[config.mk]
export PLATFORM = sky130hd
export DESIGN_NAME = calendar_date_difference_core
export DESIGN_NICKNAME = d
export VERILOG_FILES = /design/src/design/cdd_pkg.sv /design/src/design/calendar_date_difference_core.sv /design/src/design/cdd_seq.sv /design/src/design/cdd_walker.sv
export SDC_FILE = /design/constraint.sdc
export NUM_CORES = 1
export LEC_CHECK = 0
export CORE_UTILIZATION = 65
export DETAILED_ROUTE_END_ITERATION = 8
export DONT_BUFFER_PORTS = 1
export PLACE_DENSITY = 0.92
export SETUP_SLACK_MARGIN = 0.5
export SKIP_CTS_REPAIR_TIMING = 1
export SYNTH_ARGS = -nofsm -noshare
export SYNTH_HDL_FRONTEND = slang
export SYNTH_SLANG_ARGS = --single-unit
[constraint.sdc]
create_clock -name clock -period 4.1 [get_ports clock]
set_clock_uncertainty 0.05 [all_clocks]
set_input_delay 0.615 -clock clock [delete_from_list [all_inputs] [get_ports clock]]
set_output_delay 0.615 -clock clock [all_outputs]
set_load 0.01 [all_outputs]
[src/design/cdd_pkg.sv]
// Shared types, constants and calendar helpers for the calendar date difference core.
// Used by cdd_seq, cdd_walker and calendar_date_difference_core.
`timescale 1ns / 1ps

package cdd_pkg;

   localparam int DAY_W   = 5;
   localparam int MON_W   = 4;
   localparam int YEAR_W  = 14;
   localparam int CNT_W   = 22;
   localparam int IDX_W   = 4;

   localparam int REQ_BITS   = 2 * (DAY_W + MON_W + YEAR_W) + 1;
   localparam int REQ_DATA_W = ((REQ_BITS + 7) / 8) * 8;
   localparam int RSP_DATA_W = ((CNT_W + 7) / 8) * 8;

   localparam logic [CNT_W-1:0]  COUNT_MAX  = {CNT_W{1'b1}};
   // year mod 25 together with year mod 4 / mod 16 gives the 100 and 400 rules
   localparam logic [YEAR_W-1:0] MOD_BASE   = YEAR_W'(25);
   localparam logic [4:0]        MOD_LAST   = 5'd24;
   localparam logic [IDX_W-1:0]  REDUCE_TOP = IDX_W'(9);
   localparam logic [MON_W-1:0]  DECEMBER   = MON_W'(12);
   localparam logic [MON_W-1:0]  FEBRUARY   = MON_W'(2);

   typedef enum logic [2:0] {
      ST_IDLE,
      ST_REDUCE,
      ST_CHECK,
      ST_WALK,
      ST_FINISH
   } state_type;

   // request fields, start_day in the lowest bits and include_end in the highest
   typedef struct packed {
      logic              include_end;
      logic [YEAR_W-1:0] end_year;
      logic [MON_W-1:0]  end_month;
      logic [DAY_W-1:0]  end_day;
      logic [YEAR_W-1:0] start_year;
      logic [MON_W-1:0]  start_month;
      logic [DAY_W-1:0]  start_day;
   } req_type;

   // sequencer to walker
   typedef struct packed {
      logic             load;
      logic             reduce;
      logic [IDX_W-1:0] shift_idx;
      logic             check;
      logic             step;
      logic             finish;
   } ctrl_type;

   // walker to sequencer
   typedef struct packed {
      logic start_ok;
      logic more;
   } stat_type;

   function automatic logic is_leap(input logic [3:0] year_low, input logic [4:0] rem25);
      logic z25;
      z25 = (rem25 == 5'd0);
      return ((year_low[1:0] == 2'd0) && !z25) || ((year_low == 4'd0) && z25);
   endfunction

   function automatic logic [DAY_W-1:0] month_days(input logic [MON_W-1:0] mon,
                                                  input logic leap);
      logic [DAY_W-1:0] len;
      unique case (mon)
         4'd2:                   len = leap ? 5'd29 : 5'd28;
         4'd4, 4'd6, 4'd9, 4'd11: len = 5'd30;
         default:                len = 5'd31;
      endcase
      return len;
   endfunction

endpackage

[src/design/calendar_date_difference_core.sv]
// Top level of the calendar date difference core: stream ports and result register.
// Depends on cdd_pkg, cdd_seq and cdd_walker.
`timescale 1ns / 1ps
//
// Usage
//   req_* carries one item with a start date, an end date and include_end.
//   rsp_* returns one item per request: day_count in rsp_tdata, status in rsp_tuser.
//   An item is taken when tvalid and tready are both high at a rising clock edge.
// Timing
//   The start year is reduced mod 25 by restoring steps, the start date is checked, then
//   the walk adds one day per cycle until the start reaches the end bound or the count
//   saturates. The result register loads in the finish state once it is free; an
//   invalid start date goes from the check straight to the finish state.
//   req_tready is high only while no item is in work.
// Reset
//   reset (synchronous, active high) returns the sequencer to idle and drops rsp_tvalid.
// Stall
//   A finished result waits in the output register; a new item may be taken
//   meanwhile, and its result is held in the walker until the register is free.
//
module calendar_date_difference_core (
   input  logic                            clock,
   input  logic                            reset,
   input  logic                            req_tvalid,
   output logic                            req_tready,
   // start_day, start_month, start_year, end_day, end_month, end_year, include_end
   input  logic [cdd_pkg::REQ_DATA_W-1:0]  req_tdata,
   output logic                            rsp_tvalid,
   input  logic                            rsp_tready,
   // day_count
   output logic [cdd_pkg::RSP_DATA_W-1:0]  rsp_tdata,
   // status
   output logic                            rsp_tuser
);
   import cdd_pkg::*;

   req_type          req;
   ctrl_type         ctrl;
   stat_type         stat;
   logic [CNT_W-1:0] res_count;
   logic             res_status;
   logic             out_free;

   logic             rsp_valid_ff, rsp_valid_in;
   logic [CNT_W-1:0] rsp_count_ff;
   logic             rsp_status_ff;

   assign req      = req_type'(req_tdata[REQ_BITS-1:0]);
   assign out_free = !rsp_valid_ff || rsp_tready;

   cdd_seq u_seq (
      .clock     (clock),
      .reset     (reset),
      .req_valid (req_tvalid),
      .req_ready (req_tready),
      .out_free  (out_free),
      .stat      (stat),
      .ctrl      (ctrl)
   );

   cdd_walker u_walker (
      .clock      (clock),
      .req        (req),
      .ctrl       (ctrl),
      .stat       (stat),
      .res_count  (res_count),
      .res_status (res_status)
   );

   // output register
   always_comb begin
      rsp_valid_in = rsp_valid_ff;
      if (ctrl.finish) begin
         rsp_valid_in = 1'b1;
      end else if (rsp_tready) begin
         rsp_valid_in = 1'b0;
      end
   end

   always_ff @(posedge clock) begin
      if (reset) begin
         rsp_valid_ff <= 1'b0;
      end else begin
         rsp_valid_ff <= rsp_valid_in;
      end
   end

   always_ff @(posedge clock) begin
      if (ctrl.finish) begin
         rsp_count_ff  <= res_count;
         rsp_status_ff <= res_status;
      end
   end

   assign rsp_tvalid = rsp_valid_ff;
   assign rsp_tdata  = RSP_DATA_W'(rsp_count_ff);
   assign rsp_tuser  = rsp_status_ff;

endmodule

[src/design/cdd_seq.sv]
// Sequencer for the calendar date difference core: reduce, check, walk, finish.
// Depends on cdd_pkg.
`timescale 1ns / 1ps

module cdd_seq (
   input  logic              clock,
   input  logic              reset,
   input  logic              req_valid,
   output logic              req_ready,
   input  logic              out_free,
   input  cdd_pkg::stat_type stat,
   output cdd_pkg::ctrl_type ctrl
);
   import cdd_pkg::*;

   state_type        state_ff, state_in;
   logic [IDX_W-1:0] idx_ff, idx_in;

   // state and shift index registers
   always_ff @(posedge clock) begin
      if (reset) begin
         state_ff <= ST_IDLE;
         idx_ff   <= '0;
      end else begin
         state_ff <= state_in;
         idx_ff   <= idx_in;
      end
   end

   // next state and controls
   always_comb begin
      state_in       = state_ff;
      idx_in         = idx_ff;
      req_ready      = 1'b0;
      ctrl           = '0;
      ctrl.shift_idx = idx_ff;
      unique case (state_ff)
         ST_IDLE: begin
            req_ready = 1'b1;
            if (req_valid) begin
               ctrl.load = 1'b1;
               idx_in    = REDUCE_TOP;
               state_in  = ST_REDUCE;
            end
         end
         ST_REDUCE: begin
            ctrl.reduce = 1'b1;
            if (idx_ff == '0) begin
               state_in = ST_CHECK;
            end else begin
               idx_in = idx_ff - 1'b1;
            end
         end
         ST_CHECK: begin
            ctrl.check = 1'b1;
            state_in   = stat.start_ok ? ST_WALK : ST_FINISH;
         end
         ST_WALK: begin
            if (stat.more) begin
               ctrl.step = 1'b1;
            end else begin
               state_in = ST_FINISH;
            end
         end
         ST_FINISH: begin
            if (out_free) begin
               ctrl.finish = 1'b1;
               state_in    = ST_IDLE;
            end
         end
         default: state_in = ST_IDLE;
      endcase
   end

endmodule

[src/design/cdd_walker.sv]
// Date registers and the shared step unit: mod-25 reduction, start check,
// one-day date increment and the end compare. Depends on cdd_pkg.
`timescale 1ns / 1ps

module cdd_walker (
   input  logic                     clock,
   input  cdd_pkg::req_type         req,
   input  cdd_pkg::ctrl_type        ctrl,
   output cdd_pkg::stat_type        stat,
   output logic [cdd_pkg::CNT_W-1:0] res_count,
   output logic                     res_status
);
   import cdd_pkg::*;

   logic [DAY_W-1:0]  day_ff, day_in;
   logic [MON_W-1:0]  month_ff, month_in;
   logic [YEAR_W:0]   year_ff, year_in;       // one extra bit so the walk can pass the top year
   logic [YEAR_W-1:0] rem_ff, rem_in;
   logic [DAY_W-1:0]  end_day_ff;
   logic [MON_W-1:0]  end_month_ff;
   logic [YEAR_W-1:0] end_year_ff;
   logic              inc_ff;
   logic [CNT_W-1:0]  count_ff, count_in;
   logic              bad_ff, bad_in;

   logic              leap;
   logic [DAY_W-1:0]  len;
   logic [YEAR_W-1:0] sub;
   logic              earlier;

   // calendar of the current date
   assign leap = is_leap(year_ff[3:0], rem_ff[4:0]);
   assign len  = month_days(month_ff, leap);
   assign sub  = MOD_BASE << ctrl.shift_idx;

   // current date strictly before the end bound
   always_comb begin
      earlier = 1'b0;
      if (year_ff != {1'b0, end_year_ff}) begin
         earlier = year_ff < {1'b0, end_year_ff};
      end else if (month_ff != end_month_ff) begin
         earlier = month_ff < end_month_ff;
      end else begin
         earlier = day_ff < end_day_ff;
      end
   end

   assign stat.start_ok = (day_ff != '0) && (month_ff != '0) && (month_ff <= DECEMBER)
                          && (day_ff <= len);
   assign stat.more     = earlier && (count_ff != COUNT_MAX);

   // next values of the working registers
   always_comb begin
      day_in   = day_ff;
      month_in = month_ff;
      year_in  = year_ff;
      rem_in   = rem_ff;
      count_in = count_ff;
      bad_in   = bad_ff;
      priority if (ctrl.load) begin
         day_in   = req.start_day;
         month_in = req.start_month;
         year_in  = {1'b0, req.start_year};
         rem_in   = req.start_year;
         count_in = '0;
         bad_in   = 1'b0;
      end else if (ctrl.reduce) begin
         // one restoring step of year mod 25
         if (rem_ff >= sub) begin
            rem_in = rem_ff - sub;
         end
      end else if (ctrl.check) begin
         bad_in = !stat.start_ok;
      end else if (ctrl.step) begin
         count_in = count_ff + 1'b1;
         if (day_ff < len) begin
            day_in = day_ff + 1'b1;
         end else begin
            day_in = DAY_W'(1);
            if (month_ff == DECEMBER) begin
               month_in = MON_W'(1);
               year_in  = year_ff + 1'b1;
               rem_in   = (rem_ff[4:0] == MOD_LAST) ? '0 : rem_ff + 1'b1;
            end else begin
               month_in = month_ff + 1'b1;
            end
         end
      end
   end

   // working and bound registers
   always_ff @(posedge clock) begin
      day_ff   <= day_in;
      month_ff <= month_in;
      year_ff  <= year_in;
      rem_ff   <= rem_in;
      count_ff <= count_in;
      bad_ff   <= bad_in;
      if (ctrl.load) begin
         end_day_ff   <= req.end_day;
         end_month_ff <= req.end_month;
         end_year_ff  <= req.end_year;
         inc_ff       <= req.include_end;
      end
   end

   // final count with the end day added, saturating; zero for an invalid start
   always_comb begin
      priority if (bad_ff) begin
         res_count = '0;
      end else if (count_ff == COUNT_MAX) begin
         res_count = COUNT_MAX;
      end else begin
         res_count = count_ff + CNT_W'(inc_ff);
      end
   end
   assign res_status = bad_ff;

   // a walk step only ever sees a valid date
   a_step_valid: assert property (@(posedge clock)
      ctrl.step |-> (day_ff != '0 && month_ff != '0 && month_ff <= DECEMBER))
      else $error("walk step on an invalid date");

   // reduction leaves the residue below 25 by the check
   a_rem_reduced: assert property (@(posedge clock)
      ctrl.check |-> (rem_ff < MOD_BASE))
      else $error("year residue not reduced");

   // every step adds exactly one day
   a_step_count: assert property (@(posedge clock)
      ctrl.step |=> (count_ff == CNT_W'($past(count_ff) + 1'b1)))
      else $error("day count did not advance by one");

   // an invalid start always reports a zero count
   a_bad_zero: assert property (@(posedge clock)
      (ctrl.finish && bad_ff) |-> (res_count == '0 && res_status))
      else $error("invalid start with nonzero count");

endmodule

# Yosys cells after proc, flatten, opt, wreduce, memory -nomap -nowiden

Cells that the tools add are included.

Bits in registers: 116
Input port bits: 52
Output and inout port bits: 27
Word-level logic and storage cells: 145

Add/sub/neg operators: 8
Order comparisons: 7
Equal/unequal tests: 26
Shift operators: 1
Muxes and demuxes: 50
Bitwise operators: 3
Reductions and logical operators: 34

Operator list:

| kind                                                               | number |
|---|---|
| 14-bit 2-to-1 mux                                                  | 14 |
| 4-bit 2-to-1 mux                                                   | 8 |
| 5-bit 2-to-1 mux                                                   | 5 |
| 22-bit by 1-bit adder with 22-bit output                           | 1 |
| 22-bit by 1-bit adder with 22-bit output, second input constant    | 1 |
| 22-bit == test, second input constant                              | 1 |
| 22-bit 2-to-1 mux                                                  | 1 |
| 22-bit inequality test, second input constant                      | 1 |
| 15-bit by 1-bit adder with 15-bit output, second input constant    | 1 |
| 15-bit by 14-bit less-than comparator with 1-bit output            | 1 |
| 3-bit 2-to-1 mux                                                   | 5 |
| 15-bit by 14-bit inequality test with 1-bit output                 | 1 |
| 3-bit one-hot mux with 5 select lines                              | 1 |
| 5-bit AND reduction                                                | 3 |
| 14-bit by 1-bit adder with 14-bit output, second input constant    | 1 |
| 14-bit >= comparator                                               | 1 |
| 1-bit 2-to-1 mux                                                   | 14 |
| 5-bit by 4-bit left shift with 14-bit output, first input constant | 1 |
| 14-bit subtractor                                                  | 1 |
| 4-bit == test, second input constant                               | 3 |
| 5-bit less-than comparator                                         | 2 |
| 2-bit inequality test, second input constant                       | 5 |
| 5-bit one-hot mux with 2 select lines                              | 1 |
| 3-bit AND reduction                                                | 3 |
| other kinds (32)                                                   | 53 |

# Longest topological paths before layout

Word-level depth: 12
Gate-level depth with buffers: 13
Mapped depth without buffers: 13

# Hierarchy

Synthesis repeated with hierarchy kept, for this count alone.

Cells, all modules: 767
Area, all modules: 7457.2 um2

By module, submodules not included:

| module                        | times used | cells an instance | area each (um2) | seq. area each (um2) |
|---|---|---|---|---|
| cdd_walker                    | 1          | 679               | 6183.4          | 2312.2 |
| calendar_date_difference_core | 1          | 30                | 755.7           | 710.7 |
| cdd_seq                       | 1          | 58                | 518.0           | 140.1 |

# Worst setup path before layout

OpenSTA, ideal clock, no wires.

Kind: flip-flop to flip-flop
Start: register u_walker.year_ff[8]
End: register u_walker.rem_ff[0], enable pin
Library setup time: 0.393 ns
Arrival: 3.150 ns
Data required time: 3.657 ns
Path slack: 0.506 ns
Stages on the path, launching flop included: 9
Path buffers: 0
Clock period less this slack: 3.594 ns
Path through: edfxtp_1 ha_1 a21o_1 a221o_1 a2111oi_2 o21ai_1 and2_4 or4_4 a32oi_1

Cells in the longest elaborated chain, start to end: 7
Elaborated cells on any way between the ends: 8
Those cells by class: order compare: 1; eq/ne: 1; mux: 3; reduce/logical: 3

RTL lines:

| item                                                                                                                          | line                               | text |
|---|---|---|
| start, declared                                                                                                               | cdd_walker.sv:17                   | `logic [YEAR_W:0] year_ff, year_in;` |
| start signal, assigned                                                                                                        | cdd_walker.sv:95                   | `year_ff <= year_in;` |
| 15-bit by 14-bit less-than comparator with 1-bit output or 15-bit by 14-bit inequality test with 1-bit output (tied branches) | cdd_walker.sv:40, cdd_walker.sv:39 |  |
| 1-bit 2-to-1 mux (*)                                                                                                          | cdd_walker.sv:39                   | `if (year_ff != {1'b0, end_year_ff}) begin` |
| 1-bit logical AND (*)                                                                                                         | cdd_walker.sv:50                   | `assign stat.more = earlier && (count_ff != COUNT_MAX);` |
| 1-bit 2-to-1 mux (*)                                                                                                          | cdd_seq.sv:59                      | `if (stat.more) begin` |
| 1-bit 2-to-1 mux (*)                                                                                                          | cdd_seq.sv:37                      | `unique case (state_ff)` |
| 3-bit nonzero test (no line) (*)                                                                                              | -                                  |  |
| 5-bit AND reduction (no line) (*)                                                                                             | -                                  |  |
| end signal, assigned                                                                                                          | cdd_walker.sv:96                   | `rem_ff <= rem_in;` |
| end, declared                                                                                                                 | cdd_walker.sv:18                   | `logic [YEAR_W-1:0] rem_ff, rem_in;` |

Every way passes the cells marked *; elsewhere a longest branch is shown, timed or not.
A chain may end at the register's enable or synchronous reset.

# Worst setup path in the final report

Start: register u_seq.idx_ff[2]
End: register u_walker.rem_ff[9], enable pin

Cells in the longest elaborated chain, start to end: 4

RTL lines:

| item                                                       | line             | text |
|---|---|---|
| start, declared                                            | cdd_seq.sv:17    | `logic [IDX_W-1:0] idx_ff, idx_in;` |
| start signal, assigned                                     | cdd_seq.sv:26    | `idx_ff <= idx_in;` |
| 5-bit by 4-bit left shift with 14-bit output               | cdd_walker.sv:34 | `assign sub = MOD_BASE << ctrl.shift_idx;` |
| 14-bit >= comparator                                       | cdd_walker.sv:69 | `if (rem_ff >= sub) begin` |
| 3-bit by 1-bit inequality test with 1-bit output (no line) | -                |  |
| 5-bit AND reduction (no line)                              | -                |  |

Every way passes these cells.

==> out/metrics.yaml <==
cells_and_area:
  post_route_cells_drive_above_1_share_pct: 8.880
  utilization_pct: 73.25
  fin_nets: 873
  syn_to_final_growth_pct: 9.735
  postLayoutCellArea_um2: 7940
  register_area_um2: 3163
  multiInputGateArea_um2: 3811
  diodes: 0
  fillers: 717
worst_setup_path:
  crit_path_end_kind: "flip-flop"
  crit_fanout: 14
  crit_type: "reg2reg"
  cp_data_required_time_ns: 4.34
  start_kind: "flip-flop"
  worst_ep_arrival_time_ns: 3.69
timing:
  slew_violations: 0
  max_slew_margin_pct: 28.01
  tightest_slew_ns: 1.078
  finalSetupTns_ns: 0
  rsz0062_at_grt: "no"
  fin_crit_sh_pct: 84.16
  setup_viol: 0
  layout_min_cycle_time_ns: 3.450
  hold_violations: 0
  max_freq_ghz: 0.2898
synthesis:
  synthCells: 769
  dominantRegCellSynth: "edfxtp_1"
  synth_seq_area_share_pct: 43.71
  ys_ff_latch: 116
  synth.cell_area_um2: 7236
  synth_top_area_cell: "edfxtp_1"
  synthTopCellsByArea: "edfxtp_1, ha_1, dfxtp_1, a21oi_1, xnor2_1"
  synthTopCellsByCount: "edfxtp_1, nand2_1, nor2_1"
  yosysWarnings: 0
  yosysMostFrequentCell: "edfxtp_1"
  synth-edff-count: 84
  synth.distinct_cells: 64
  async_flop_share_pct: 0
  syn_avg_cell_area_um2: 9.409
  synth_top_area_share_pct: 34.86
power_and_ir_drop:
  worst_ir_drop_vdd_mv: 0.4991
  p_leak_nw: 3.044
  p_comb_share_pct: 40.1
  p_seq_share_pct: 34.3
  switching_share_pct: 39.62
  p_int_mw: 3.284
  powerDensity_nw_per_um2: 685.0
  p_clk_share_pct: 25.6
  p_switching_mw: 2.155
floorplan:
  fp-row-count: 38
  dieHeight_um: 107.5
  die_w_um: 107.5
  start_util_pct: 66.75
  io_pins: 79
  dieArea_um2: 11560
  core_area_um2: 10840
route:
  viasPerCell: 6.432
  drcViolationCount: 0
  first_iter_violations: 514
  dr.pass1.iters: 7
  wirelength_um: 17290
  wire_per_inst_um: 18.85
  vias: 5898
  antenna_left: 0
outcome:
  status: "completed"
hold_path:
  worst_hold_path_type: "in2reg"
clock_network:
  cts_root_buf: "clkbuf_8"
  cts_tree: "done"
  numCtsBuffers: 17
  cts.htree.levels: 4
  clkSinkCount: 116
  clock_latency_ns: 0.54
  clk_pin_slew_ns: 0.06
  clockBufferDepth: 2
grt:
  grt_max_degree: 53
  antenna_found_initial: 0
  overflow: 0
  grt_pass1_vias: 5709
  grt.total_usage_pct: 31.24
  grt_pass1_wl_um: 27680
place:
  port_buffers: 0
  dpl_cell_area_um2: 7347
  gp_congestion: 0.9417
  dp.final_hpwl_um: 11720
flow_run:
  maxCapViolations: 0
==> worst paths after layout <==
path	start	to	slack, ns	depth (start not counted)
setup / recovery	u_seq.idx_ff[2]$_SDFFE_PP0P_	u_walker.rem_ff[9]$_DFFE_PP_	0.65	13
hold reg to reg	u_walker.year_ff[14]$_SDFFE_PP0P_	u_walker.year_ff[14]$_SDFFE_PP0P_	0.45	2
setup reg to reg	u_seq.idx_ff[2]$_SDFFE_PP0P_	u_walker.rem_ff[9]$_DFFE_PP_	0.65	13
hold / removal	reset	rsp_tvalid$_SDFFE_PP0P_	0.09	1
==> sequential cells by signal (all words and copies together), names as in the netlist, 4 cells and up <==
signal	cells
u_walker.end_day_ff	5
u_walker.end_month_ff	4
u_walker.rem_ff	14
u_walker.count_ff	22
u_walker.end_year_ff	14
u_seq.idx_ff	4
rsp_count_ff	22
u_walker.day_ff	5
u_walker.month_ff	4
u_walker.year_ff	15
==> critical path: stages (launching register included) <==
cell	delay, ns
dfxtp_1	0.44
nor2_1	0.27
and2_4	0.21
ha_1	0.17
inv_1	0.06
fa_1	0.44
a211oi_2	0.19
nor2_1	0.11
o41ai_2	0.44
o211ai_1	0.19
o21a_1	0.21
o21ai_0	0.14
a32oi_1	0.09
buf_6	0.20
==> through the flow <==
step / power (mW) / instances / hold WS, ns / setup WS, ns
6_report: 5.439 / 917 / 0.09007 / 0.6496
5_1_grt: 5.735 / 917 / 0.08944 / 0.4974
4_1_cts: 5.306 / 916 / 0.08878 / 0.4380
3_5_place_dp: 3.894 / 884 / 0.4336 / 0.4592
3_3_place_gp: 3.777 / 884 / 0.4229 / 0.5386
2_1_floorplan: 3.400 / 770 / 0.4060 / 0.5062
==> metal layers <==
layer  vias up  GRT usage [%]  wire, um
li1       2772              -         -
met1      2758          38.92      6970
met2       312          52.15      8488
met3        56          5.872      1299
met4         0          15.07       527
met5         -              0         0
==> power by group through the flow <==
stage                     registers, mW  clock network [mW]  logic [mW]
after floorplan                    1.78                   0        1.62
after global placement             1.85                   0        1.92
after detailed placement           1.87                   0        2.02
after CTS                          1.85                1.39        2.06
after global routing               1.90                1.44        2.39
final                              1.86                1.39        2.18
==> cells in the final DEF (no fill, tap or decap), types with 3 or more instances in the layout <==
| master | Yosys | layout |
|---|---|---|
| mux2i_1 | 9 | 9 |
| and4_1 | 3 | 3 |
| a21oi_1 | 68 | 68 |
| a211oi_1 | 5 | 4 |
| ha_1 | 56 | 55 |
| nor2_1 | 76 | 75 |
| o21a_1 | 5 | 5 |
| a22oi_1 | 3 | 3 |
| clkbuf_16 | 0 | 16 |
| clkinvlp_4 | 0 | 4 |
| nor2b_1 | 11 | 11 |
| xnor2_1 | 35 | 35 |
| nor4_1 | 4 | 4 |
| nand2_1 | 77 | 75 |
| a21o_1 | 7 | 7 |
| nand2b_1 | 14 | 14 |
| nand4_1 | 23 | 23 |
| a31o_2 | 9 | 9 |
| o21ai_0 | 23 | 23 |
| dfxtp_1 | 32 | 32 |
| a221oi_1 | 8 | 8 |
| a31oi_1 | 7 | 7 |
| edfxtp_1 | 84 | 84 |
| xor2_1 | 25 | 25 |
| and2_1 | 6 | 5 |
| o22ai_1 | 4 | 4 |
| buf_4 | 2 | 8 |
| nor3_1 | 12 | 12 |
| inv_1 | 46 | 44 |
| inv_6 | 0 | 3 |
| o41ai_2 | 0 | 3 |
| nand3_1 | 32 | 32 |
| and3_1 | 8 | 8 |
==> cell families after synthesis <==
logic type	Yosys count	synth area share, %
compound gates	167	14.94
xor+xnor	60	7.263
fa+ha+maj	57	9.960
buf+inv	80	4.288
flops	116	43.71
mux	9	1.245
other cells	1	0.05183
simple gates	279	18.54
==> final cells by class <==
class | instances | share of cell area [%]
multi-input combinational | 574 | 48.00
sequential | 116 | 39.84
clock buffer | 18 | 5.263
tap | 140 | 2.206
inverter | 46 | 2.175
clock inverter | 14 | 1.623
timing repair buffer | 9 | 0.8982
No activity file was read; power rests on OpenSTA's default activity.
